### config.mk
export PLATFORM = sky130hd
export DESIGN_NAME = priority_bucket_ready_queue_flat
export DESIGN_NICKNAME = d
export VERILOG_FILES = /design/src/hdl/pbrq_pkg.sv /design/src/hdl/pbrq_ifs.sv /design/src/hdl/pbrq_ram.sv /design/src/hdl/pbrq_cell.sv /design/src/hdl/priority_bucket_ready_queue.sv /design/src/flat_wrapper.sv
export SDC_FILE = /design/constraint.sdc
export NUM_CORES = 2
export LEC_CHECK = 0
export ABC_CLOCK_PERIOD_IN_PS = 7200
export BUFFER_PORTS_ARGS = -buffer_cell sky130_fd_sc_hd__buf_2
export CAP_MARGIN = 10
export CORE_ASPECT_RATIO = 1.4
export CORE_UTILIZATION = 60
export CTS_BUF_LIST = sky130_fd_sc_hd__clkbuf_8
export DETAILED_ROUTE_END_ITERATION = 16
export PLACE_DENSITY = 0.78
export SLEW_MARGIN = 30
export SYNTH_ARGS = -nofsm -noshare
export SYNTH_HDL_FRONTEND = slang
export SYNTH_SLANG_ARGS = --single-unit
export TNS_END_PERCENT = 30
### constraint.sdc
create_clock -name clock -period 7.2 [get_ports clock]
set_input_delay 1.08 -clock clock [delete_from_list [all_inputs] [get_ports clock]]
set_output_delay 1.08 -clock clock [all_outputs]
set_load 0.005 [all_outputs]
### src/hdl/pbrq_pkg.sv
// pbrq_pkg: sizes, payload types, cell command codes and status codes
// for the bucketed priority ready queue; no dependencies
package pbrq_pkg;

   // sizing of the queue
   localparam int NUM_PRIORITIES = 16;
   localparam int CAPACITY       = 64;
   localparam int ID_BITS        = 16;

   localparam int IDX_BITS  = $clog2(CAPACITY);
   localparam int PRIO_BITS = $clog2(NUM_PRIORITIES);
   localparam int CNT_BITS  = $clog2(CAPACITY + 1);

   // fixed widths of the request and response fields
   localparam int ACTION_W   = 1;
   localparam int PRIO_W     = 4;
   localparam int PROC_ID_W  = 16;
   localparam int STATUS_W   = 2;
   localparam int OUT_ID_W   = 16;
   localparam int COUNT_W    = 7;

   typedef logic [IDX_BITS-1:0]   idx_type;
   typedef logic [PRIO_BITS-1:0]  prio_type;
   typedef logic [CNT_BITS-1:0]   cnt_type;
   typedef logic [ID_BITS-1:0]    id_type;

   typedef logic [ACTION_W-1:0]   action_type;
   typedef logic [PRIO_W-1:0]     prio_field_type;
   typedef logic [PROC_ID_W-1:0]  proc_id_type;
   typedef logic [STATUS_W-1:0]   status_type;
   typedef logic [OUT_ID_W-1:0]   out_id_type;
   typedef logic [COUNT_W-1:0]    count_type;

   // request actions
   localparam action_type ACT_INSERT = 1'b0;
   localparam action_type ACT_REMOVE = 1'b1;

   // response status codes
   localparam status_type ST_INSERTED = 2'd0;
   localparam status_type ST_REMOVED  = 2'd1;
   localparam status_type ST_EMPTY    = 2'd2;
   localparam status_type ST_FULL     = 2'd3;

   // commands broadcast to the bucket cells
   typedef logic [1:0] cmd_op_type;
   localparam cmd_op_type CMD_NONE   = 2'd0;
   localparam cmd_op_type CMD_INSERT = 2'd1;
   localparam cmd_op_type CMD_REMOVE = 2'd2;

   typedef struct packed {
      cmd_op_type op;
      prio_type   bucket;
      idx_type    entry;   // new head on insert
      idx_type    link;    // next head on remove
   } cell_cmd_type;

   // what one cell shows of its bucket
   typedef struct packed {
      logic    nonempty;
      idx_type head;
      cnt_type size;
   } cell_view_type;

   // lowest nonempty bucket, carried from cell to cell
   typedef struct packed {
      logic     found;
      prio_type bucket;
      idx_type  head;
      cnt_type  size;
   } chain_type;

endpackage

### src/hdl/pbrq_ifs.sv
// pbrq_req_if and pbrq_rsp_if: valid/ready channels of the ready queue
// depends on pbrq_pkg
interface pbrq_req_if;
   import pbrq_pkg::*;

   logic           valid;
   logic           ready;
   action_type     action;
   prio_field_type priority_req;
   proc_id_type    proc_id;

   modport source (output valid, action, priority_req, proc_id, input ready);
   modport sink   (input valid, action, priority_req, proc_id, output ready);
endinterface

interface pbrq_rsp_if;
   import pbrq_pkg::*;

   logic           valid;
   logic           ready;
   status_type     status;
   out_id_type     out_id;
   prio_field_type out_priority;
   count_type      total_count;
   count_type      bucket_size;

   modport source (output valid, status, out_id, out_priority, total_count, bucket_size,
                   input ready);
   modport sink   (input valid, status, out_id, out_priority, total_count, bucket_size,
                   output ready);
endinterface

### src/hdl/pbrq_ram.sv
// pbrq_ram: generic single-write, single-read memory with registered read
// no dependencies
module pbrq_ram #(
   parameter int WIDTH = 8,
   parameter int DEPTH = 16
) (
   input  logic                     clock,
   input  logic                     wr_en,
   input  logic [$clog2(DEPTH)-1:0] wr_addr,
   input  logic [WIDTH-1:0]         wr_data,
   input  logic                     rd_en,
   input  logic [$clog2(DEPTH)-1:0] rd_addr,
   output logic [WIDTH-1:0]         rd_data
);

   logic [WIDTH-1:0] mem [DEPTH];
   logic [WIDTH-1:0] rd_data_ff;

   // write port
   always_ff @(posedge clock) begin
      if (wr_en) begin
         mem[wr_addr] <= wr_data;
      end
   end

   // registered read, held while no read is issued
   always_ff @(posedge clock) begin
      if (rd_en) begin
         rd_data_ff <= mem[rd_addr];
      end
   end

   assign rd_data = rd_data_ff;

endmodule

### src/hdl/pbrq_cell.sv
// pbrq_cell: one priority bucket (head, size, nonempty) and one link of the
// lowest-nonempty search chain; depends on pbrq_pkg
module pbrq_cell (
   input  logic                    clock,
   input  logic                    reset,
   input  pbrq_pkg::prio_type      cell_index,
   input  pbrq_pkg::cell_cmd_type  cmd,
   input  pbrq_pkg::chain_type     chain_in,
   output pbrq_pkg::chain_type     chain_out,
   output pbrq_pkg::cell_view_type view
);
   import pbrq_pkg::*;

   logic    nonempty_ff, nonempty_in;
   idx_type head_ff, head_in;
   cnt_type size_ff, size_in;
   logic    hit;

   // pass the search along, or claim it if no earlier bucket holds entries
   always_comb begin
      if (!chain_in.found && nonempty_ff) begin
         chain_out.found  = 1'b1;
         chain_out.bucket = cell_index;
         chain_out.head   = head_ff;
         chain_out.size   = size_ff;
      end else begin
         chain_out = chain_in;
      end
   end

   assign view.nonempty = nonempty_ff;
   assign view.head     = head_ff;
   assign view.size     = size_ff;

   assign hit = (cmd.bucket == cell_index);

   // bucket update on a push or a pop
   always_comb begin
      nonempty_in = nonempty_ff;
      head_in     = head_ff;
      size_in     = size_ff;
      if (hit) begin
         unique case (cmd.op)
            CMD_INSERT: begin
               nonempty_in = 1'b1;
               head_in     = cmd.entry;
               size_in     = size_ff + cnt_type'(1);
            end
            CMD_REMOVE: begin
               if (size_ff > cnt_type'(1)) begin
                  head_in = cmd.link;
                  size_in = size_ff - cnt_type'(1);
               end else begin
                  nonempty_in = 1'b0;
                  head_in     = '0;
                  size_in     = '0;
               end
            end
            default: begin
            end
         endcase
      end
   end

   always_ff @(posedge clock) begin
      if (reset) begin
         nonempty_ff <= 1'b0;
         head_ff     <= '0;
         size_ff     <= '0;
      end else begin
         nonempty_ff <= nonempty_in;
         head_ff     <= head_in;
         size_ff     <= size_in;
      end
   end

   // an empty bucket has no size, a full one has a head
   a_empty_size: assert property (@(posedge clock) disable iff (reset)
      !nonempty_ff |-> size_ff == '0)
      else $error("empty bucket with nonzero size");

   a_pop_shrinks: assert property (@(posedge clock) disable iff (reset)
      hit && cmd.op == CMD_REMOVE && size_ff > cnt_type'(1) |=> size_ff == $past(size_ff) - cnt_type'(1))
      else $error("bucket pop did not shrink the bucket");

   a_push_fills: assert property (@(posedge clock) disable iff (reset)
      hit && cmd.op == CMD_INSERT |=> nonempty_ff && head_ff == $past(cmd.entry))
      else $error("bucket push did not set the head");

endmodule

### src/hdl/priority_bucket_ready_queue.sv
// priority_bucket_ready_queue: top level of the bucketed ready queue
// depends on pbrq_pkg, pbrq_ifs, pbrq_ram, pbrq_cell
//
//  channel  direction  handshake      payload
//  req      in         valid/ready    action, priority_req, proc_id
//  rsp      out        valid/ready    status, out_id, out_priority, total_count, bucket_size
//
// A request passes through S_IDLE, which reads the link and id memories at the free
// head (insert) or at the head of the lowest nonempty bucket (remove), and S_FINISH,
// which writes them back and updates the bucket cells. A request is taken while a
// response still waits; S_FINISH holds until the response register is free.
// Reset is synchronous; link entries start from per-entry valid bits, so there is
// no clearing pass.
module priority_bucket_ready_queue (
   input logic clock,
   input logic reset,
   pbrq_req_if.sink   req,
   pbrq_rsp_if.source rsp
);
   import pbrq_pkg::*;

   localparam logic S_IDLE   = 1'b0;
   localparam logic S_FINISH = 1'b1;

   // entry index outside the store reads as entry 0
   function automatic idx_type slot_ok(input idx_type s);
      if ({1'b0, s} < (IDX_BITS + 1)'(CAPACITY)) begin
         return s;
      end
      return '0;
   endfunction

   // initial free chain: entry i links to i+1, the last one to 0
   function automatic idx_type link_init(input idx_type e);
      logic [IDX_BITS:0] nxt;
      nxt = {1'b0, e} + (IDX_BITS + 1)'(1);
      if (nxt < (IDX_BITS + 1)'(CAPACITY)) begin
         return idx_type'(nxt);
      end
      return '0;
   endfunction

   // bucket for an insert, saturated to the last bucket
   function automatic prio_type sat_prio(input prio_field_type p);
      if (32'(p) >= NUM_PRIORITIES) begin
         return prio_type'(NUM_PRIORITIES - 1);
      end
      return prio_type'(p);
   endfunction

   logic          state_ff, state_in;
   action_type    act_ff;
   prio_type      pr_ff;
   id_type        pid_ff;
   idx_type       entry_ff;
   chain_type     pick_ff;
   logic          full_ff;
   logic          lv_ff;
   idx_type       link_init_ff;

   idx_type       free_head_ff, free_head_in;
   cnt_type       total_ff, total_in;
   logic [CAPACITY-1:0] link_valid_ff, link_valid_in;

   logic          rsp_valid_ff;
   status_type    rsp_status_ff, rsp_status_in;
   out_id_type    rsp_id_ff, rsp_id_in;
   prio_field_type rsp_prio_ff, rsp_prio_in;
   count_type     rsp_total_ff;
   count_type     rsp_size_ff, rsp_size_in;

   logic          accept, go;
   idx_type       rd_addr;
   idx_type       link_q, link_rd;
   id_type        id_q;
   logic          link_we, id_we;
   idx_type       link_wdata;
   cell_cmd_type  cmd;
   cell_view_type view [NUM_PRIORITIES];
   chain_type     chain [NUM_PRIORITIES + 1];
   cell_view_type tgt;
   logic [NUM_PRIORITIES-1:0] nonempty_vec;

   // row of bucket cells with the search chain running from bucket 0 upward
   assign chain[0] = '0;

   for (genvar g = 0; g < NUM_PRIORITIES; g++) begin : g_bucket
      pbrq_cell u_cell (
         .clock      (clock),
         .reset      (reset),
         .cell_index (prio_type'(g)),
         .cmd        (cmd),
         .chain_in   (chain[g]),
         .chain_out  (chain[g+1]),
         .view       (view[g])
      );
      assign nonempty_vec[g] = view[g].nonempty;
   end

   // link and id stores, shared by all buckets
   pbrq_ram #(.WIDTH(IDX_BITS), .DEPTH(CAPACITY)) u_link_ram (
      .clock   (clock),
      .wr_en   (link_we),
      .wr_addr (entry_ff),
      .wr_data (link_wdata),
      .rd_en   (accept),
      .rd_addr (rd_addr),
      .rd_data (link_q)
   );

   pbrq_ram #(.WIDTH(ID_BITS), .DEPTH(CAPACITY)) u_id_ram (
      .clock   (clock),
      .wr_en   (id_we),
      .wr_addr (entry_ff),
      .wr_data (pid_ff),
      .rd_en   (accept),
      .rd_addr (rd_addr),
      .rd_data (id_q)
   );

   // request side
   assign req.ready = (state_ff == S_IDLE);
   assign accept    = req.valid && req.ready;
   assign rd_addr   = (req.action == ACT_INSERT) ? slot_ok(free_head_ff)
                                                 : slot_ok(chain[NUM_PRIORITIES].head);

   // the finish state proceeds once the response register can take a result
   assign go      = (state_ff == S_FINISH) && (!rsp_valid_ff || rsp.ready);
   assign tgt     = view[pr_ff];
   assign link_rd = lv_ff ? link_q : link_init_ff;

   // sequencer
   always_comb begin
      state_in = state_ff;
      unique case (state_ff)
         S_IDLE:   if (accept) state_in = S_FINISH;
         S_FINISH: if (go)     state_in = S_IDLE;
         default:  state_in = S_IDLE;
      endcase
   end

   // write-back, bucket command and response of the finish state
   always_comb begin
      free_head_in  = free_head_ff;
      total_in      = total_ff;
      link_valid_in = link_valid_ff;
      link_we       = 1'b0;
      id_we         = 1'b0;
      link_wdata    = '0;
      cmd           = '0;
      rsp_status_in = ST_EMPTY;
      rsp_id_in     = '0;
      rsp_prio_in   = '0;
      rsp_size_in   = '0;
      if (go) begin
         priority if (act_ff == ACT_INSERT && full_ff) begin
            rsp_status_in = ST_FULL;
            rsp_prio_in   = PRIO_W'(pr_ff);
            rsp_size_in   = COUNT_W'(tgt.size);
         end else if (act_ff == ACT_INSERT) begin
            id_we         = 1'b1;
            link_we       = 1'b1;
            link_wdata    = tgt.nonempty ? tgt.head : '0;
            link_valid_in[entry_ff] = 1'b1;
            free_head_in  = slot_ok(link_rd);
            total_in      = total_ff + cnt_type'(1);
            cmd.op        = CMD_INSERT;
            cmd.bucket    = pr_ff;
            cmd.entry     = entry_ff;
            rsp_status_in = ST_INSERTED;
            rsp_prio_in   = PRIO_W'(pr_ff);
            rsp_size_in   = COUNT_W'(tgt.size + cnt_type'(1));
         end else if (pick_ff.found) begin
            link_we       = 1'b1;
            link_wdata    = free_head_ff;
            link_valid_in[entry_ff] = 1'b1;
            free_head_in  = entry_ff;
            if (total_ff != '0) total_in = total_ff - cnt_type'(1);
            cmd.op        = CMD_REMOVE;
            cmd.bucket    = pick_ff.bucket;
            cmd.link      = slot_ok(link_rd);
            rsp_status_in = ST_REMOVED;
            rsp_id_in     = OUT_ID_W'(id_q);
            rsp_prio_in   = PRIO_W'(pick_ff.bucket);
            rsp_size_in   = (pick_ff.size > cnt_type'(1)) ?
                            COUNT_W'(pick_ff.size - cnt_type'(1)) : '0;
         end else begin
            rsp_status_in = ST_EMPTY;
         end
      end
   end

   // control state
   always_ff @(posedge clock) begin
      if (reset) begin
         state_ff      <= S_IDLE;
         free_head_ff  <= '0;
         total_ff      <= '0;
         link_valid_ff <= '0;
         rsp_valid_ff  <= 1'b0;
      end else begin
         state_ff      <= state_in;
         free_head_ff  <= free_head_in;
         total_ff      <= total_in;
         link_valid_ff <= link_valid_in;
         if (go) begin
            rsp_valid_ff <= 1'b1;
         end else if (rsp.ready) begin
            rsp_valid_ff <= 1'b0;
         end
      end
   end

   // request capture
   always_ff @(posedge clock) begin
      if (accept) begin
         act_ff       <= req.action;
         pr_ff        <= sat_prio(req.priority_req);
         pid_ff       <= id_type'(req.proc_id);
         entry_ff     <= rd_addr;
         pick_ff      <= chain[NUM_PRIORITIES];
         full_ff      <= (total_ff >= cnt_type'(CAPACITY));
         lv_ff        <= link_valid_ff[rd_addr];
         link_init_ff <= link_init(rd_addr);
      end
   end

   // response register
   always_ff @(posedge clock) begin
      if (go) begin
         rsp_status_ff <= rsp_status_in;
         rsp_id_ff     <= rsp_id_in;
         rsp_prio_ff   <= rsp_prio_in;
         rsp_total_ff  <= COUNT_W'(total_in);
         rsp_size_ff   <= rsp_size_in;
      end
   end

   assign rsp.valid        = rsp_valid_ff;
   assign rsp.status       = rsp_status_ff;
   assign rsp.out_id       = rsp_id_ff;
   assign rsp.out_priority = rsp_prio_ff;
   assign rsp.total_count  = rsp_total_ff;
   assign rsp.bucket_size  = rsp_size_ff;

   a_accept_finish: assert property (@(posedge clock) disable iff (reset)
      accept |=> state_ff == S_FINISH)
      else $error("accepted request did not reach the second cycle");

   a_rsp_from_finish: assert property (@(posedge clock) disable iff (reset)
      $rose(rsp_valid_ff) |-> $past(state_ff) == S_FINISH)
      else $error("response raised outside the second cycle");

   a_total_bound: assert property (@(posedge clock) disable iff (reset)
      total_ff <= cnt_type'(CAPACITY))
      else $error("total count beyond capacity");

   a_total_empty: assert property (@(posedge clock) disable iff (reset)
      (total_ff == '0) == (nonempty_vec == '0))
      else $error("total count disagrees with bucket occupancy");

endmodule
### src/flat_wrapper.sv
// flat-port wrapper written by rule: the top's interface ports become plain ports
module priority_bucket_ready_queue_flat import pbrq_pkg::*;
  (clock, reset, req_valid, req_action, req_priority_req, req_proc_id, req_ready, rsp_valid, rsp_status, rsp_out_id, rsp_out_priority, rsp_total_count, rsp_bucket_size, rsp_ready);
  pbrq_req_if req_i ();
  pbrq_rsp_if rsp_i ();
  input logic clock;
  input logic reset;
  input wire logic [$bits(req_i.valid)-1:0] req_valid;
  input wire logic [$bits(req_i.action)-1:0] req_action;
  input wire logic [$bits(req_i.priority_req)-1:0] req_priority_req;
  input wire logic [$bits(req_i.proc_id)-1:0] req_proc_id;
  output wire logic [$bits(req_i.ready)-1:0] req_ready;
  output wire logic [$bits(rsp_i.valid)-1:0] rsp_valid;
  output wire logic [$bits(rsp_i.status)-1:0] rsp_status;
  output wire logic [$bits(rsp_i.out_id)-1:0] rsp_out_id;
  output wire logic [$bits(rsp_i.out_priority)-1:0] rsp_out_priority;
  output wire logic [$bits(rsp_i.total_count)-1:0] rsp_total_count;
  output wire logic [$bits(rsp_i.bucket_size)-1:0] rsp_bucket_size;
  input wire logic [$bits(rsp_i.ready)-1:0] rsp_ready;
  assign req_i.valid = req_valid;
  assign req_i.action = req_action;
  assign req_i.priority_req = req_priority_req;
  assign req_i.proc_id = req_proc_id;
  assign req_ready = req_i.ready;
  assign rsp_valid = rsp_i.valid;
  assign rsp_status = rsp_i.status;
  assign rsp_out_id = rsp_i.out_id;
  assign rsp_out_priority = rsp_i.out_priority;
  assign rsp_total_count = rsp_i.total_count;
  assign rsp_bucket_size = rsp_i.bucket_size;
  assign rsp_i.ready = rsp_ready;
  priority_bucket_ready_queue u_core (.clock(clock), .reset(reset), .req(req_i), .rsp(rsp_i));
endmodule
==> reports/metrics.cfg <==
[yosys]
yosys-top-cells-area = edfxtp_1 57%, dfxtp_1 7.7%, nand2_1 5.5%, a21oi_1 3.4%, nor2_1 3.2%
synth_top_area_share_pct = 57.4
ys_seq_area_share_pct = 65.1
synth_flop_cell = edfxtp_1
yosys.area.top_type = edfxtp_1
syn_nets = 6968
syn_area_mm2 = 0.0791
synth.distinct_cells = 79
synth-seq-cells = 1816
synth_edf_count = 1513
yosys_warnings = 0
synthCells = 6887
async_reset_ff_share_pct = 0
syn_area_per_cell_um2 = 11.5

[drt]
ant_nets = 0
wl_per_cell_um = 27.4
vias = 59290
drt_iter0_drc = 7982
avgViaCountPerCell = 6.71
dr.pass1.iters = 8
routed_wl_mm = 243
drc = 0

[power_and_ir_drop]
p_leak_nw = 29.6
power_mw = 21.7
power_density_mw_per_mm2 = 251
vdd_drop_max_uv = 209

[cts]
clk_latency_ps = 1010
clockBufferDepth = 4
cts.repair.resized = 0
ctsHoldBuffers = 0
clk_pin_slew_ps = 70
htreeDepth = 5
cts_tree = done
postCtsSetupBuffers = 0
cts_root_buffer = clkbuf_8
clock-sinks = 1816
cts_inserted_buffers = 283

[timing]
slew_headroom_pct = 23.6
worstMarginPinSlew_ps = 1140
min_period_ps = 6070
holdWs_ps = 233
post-route-period-util_pct = 84.3
maxSlewViolCount = 0
setup-tns-final_ps = 0
fmax_mhz = 165
finalHoldViolCount = 0
fin_skew_ps = 67.9
finalSetupViolCount = 0
rsz0062_at_grt = no

[cells_and_area]
finish.instance_area_mm2 = 0.0865
final_layout_size_suffix_gt1_share_pct = 10.9
fin_util_pct = 66.1
mostFrequentLayoutCells = 1513 x edfxtp_1, 1166 x nand2_1, 660 x nor2_1, 539 x a21oi_1, 402 x nand3_1
final_common_cell = edfxtp_1
area_growth_syn_to_layout_pct = 9.36
nets = 6984

[flow_run]
drv_cap = 0

[run_status]
status = complete, no violations

[critical_path]
crit_path_end_kind = flip-flop
crit_type = reg -> reg
crit_arrival_ps = 6820
cp_max_fo = 49
cp.required_ps = 7950
cp-start-kind = flip-flop

[global_routing]
grt_pass1_wl_mm = 355
grt_pass1_vias = 57295
antenna_found_initial = 10
track_usage_pct = 36.1
grt_max_degree = 169
grt_overflow_total = 0

[place]
dp_hpwl_mm = 154
gp_congestion = 1.04
port_buffers = 62
placedInstanceArea_mm2 = 0.0813

[min_path]
hp-class = in -> reg

[floorplanning]
die_w_um = 309
start_util_pct = 60.5
io_pins = 63
floorplan.die_area_mm2 = 0.133
num_rows = 157
die_h_um = 432
core_area_mm2 = 0.131

[metal layers]
layer / track usage [%] / vias up / wire (µm)
met3: 8.05 / 1084 / 24100
li1: - / 25623 / -
met1: 40.8 / 28493 / 79000
met2: 58.5 / 4082 / 117000
met4: 29.9 / 8 / 22700
met5: 0 / - / 51
[cell usage after synthesis, types with 10 or more instances]
master     number
a2111oi_0      10
a211o_1        21
a211oi_1      166
a21o_1         16
a21oi_1       539
a221oi_1       82
a22oi_1        72
a311oi_1       62
a31oi_1        50
a32oi_1        54
and2_1         24
and3_1         43
buf_1          68
buf_2          80
buf_4          10
clkbuf_1      365
dfxtp_1       303
edfxtp_1     1513
ha_1           56
inv_1          77
mux2i_1       168
mux4_2         70
nand2_1      1167
nand3_1       402
nand3b_1       14
nand4_1        12
nor2_1        675
nor2b_1        26
nor3_1        227
nor4_1         46
nor4b_1        15
o21ai_0       147
o21ai_1        12
o221ai_1       23
o22ai_1        43
o31ai_1        14
or2_2          17
or3_1          56
[worst paths after layout]
kind / from / endpoint / slack (ps) / cells past startpoint
min reg2reg: u_core.link_valid_ff[9] / u_core.link_valid_ff[9] / 470 / 2
max: u_core.g_bucket[1].u_cell.nonempty_ff / u_core.u_id_ram.rd_data[5] / 1130 / 10
min: req_proc_id[14] / u_core.pid_ff[14] / 230 / 1
max reg2reg: u_core.g_bucket[1].u_cell.nonempty_ff / u_core.u_id_ram.rd_data[5] / 1130 / 10
[critical path, cell delays in order, from the launching register on]
cell      delay (ps)
dfxtp_1          600
nor3_1           590
nand3_1          540
or2_2            640
o32ai_1          240
a221o_4          400
buf_4            600
nand2_1          750
o221ai_1         710
o22ai_1          410
a21o_1           260
[per-stage QoR]
step,cells,setup WS [ps]
after floorplan,6887,2510
after global placement,8367,1010
after detailed placement,8367,1380
after CTS,8838,1390
after global routing,8840,1080
final,8842,1130
[cell type report]
| class | instances | area, µm² |
|---|---|---|
| Antenna cell | 4 | 10.0 |
| Clock buffer | 315 | 4340 |
| Clock inverter | 156 | 798 |
| Fill cell | 9498 | 44300 |
| Inverter | 83 | 335 |
| Multi-Input combinational cell | 4459 | 25300 |
| Sequential cell | 1816 | 51500 |
| Tap cell | 1749 | 2190 |
| Timing Repair Buffer | 260 | 2010 |
[flip-flops by register name (all words and copies together), names as in the netlist, 6 cells and up]
signal	count
u_core.rsp.total_count	7
u_core.g_bucket.u_cell.size_ff	112
u_core.g_bucket.u_cell.head_ff	96
u_core.rsp.out_id	16
u_core.g_bucket.u_cell.nonempty_ff	16
u_core.u_id_ram.rd_data	16
u_core.link_init_ff	6
u_core.u_link_ram.mem	384
u_core.u_id_ram.mem	1024
u_core.rsp.bucket_size	7
u_core.entry_ff	6
u_core.pid_ff	16
u_core.pick_ff	12
u_core.free_head_ff	6
u_core.u_link_ram.rd_data	6
u_core.total_ff	7
u_core.link_valid_ff	64
[cell families (layout without fill, tap and decap cells)]
| family | Yosys count | in the layout | synth area share, % |
|---|---|---|---|
| compound gates | 1394 | 1394 | 11.5 |
| xor+xnor | 10 | 10 | 0.111 |
| fa+ha+maj | 56 | 56 | 0.886 |
| buf+inv | 612 | 814 | 3.14 |
| flops | 1816 | 1816 | 65.1 |
| mux | 239 | 239 | 4.13 |
| other cells | 0 | 4 | 0 |
| simple gates | 2760 | 2760 | 15.2 |
[where the power goes]
group / internal, mW / switching (mW) / total (mW) / leakage (nW)
Clock: 4.20 / 3.94 / 8.14 / 2.94
Sequential: 11.5 / 0.0821 / 11.5 / 16.7
Combinational: 0.552 / 1.47 / 2.03 / 9.94
Total: 16.2 / 5.50 / 21.7 / 29.6
No activity file was read; power rests on OpenSTA's default activity.
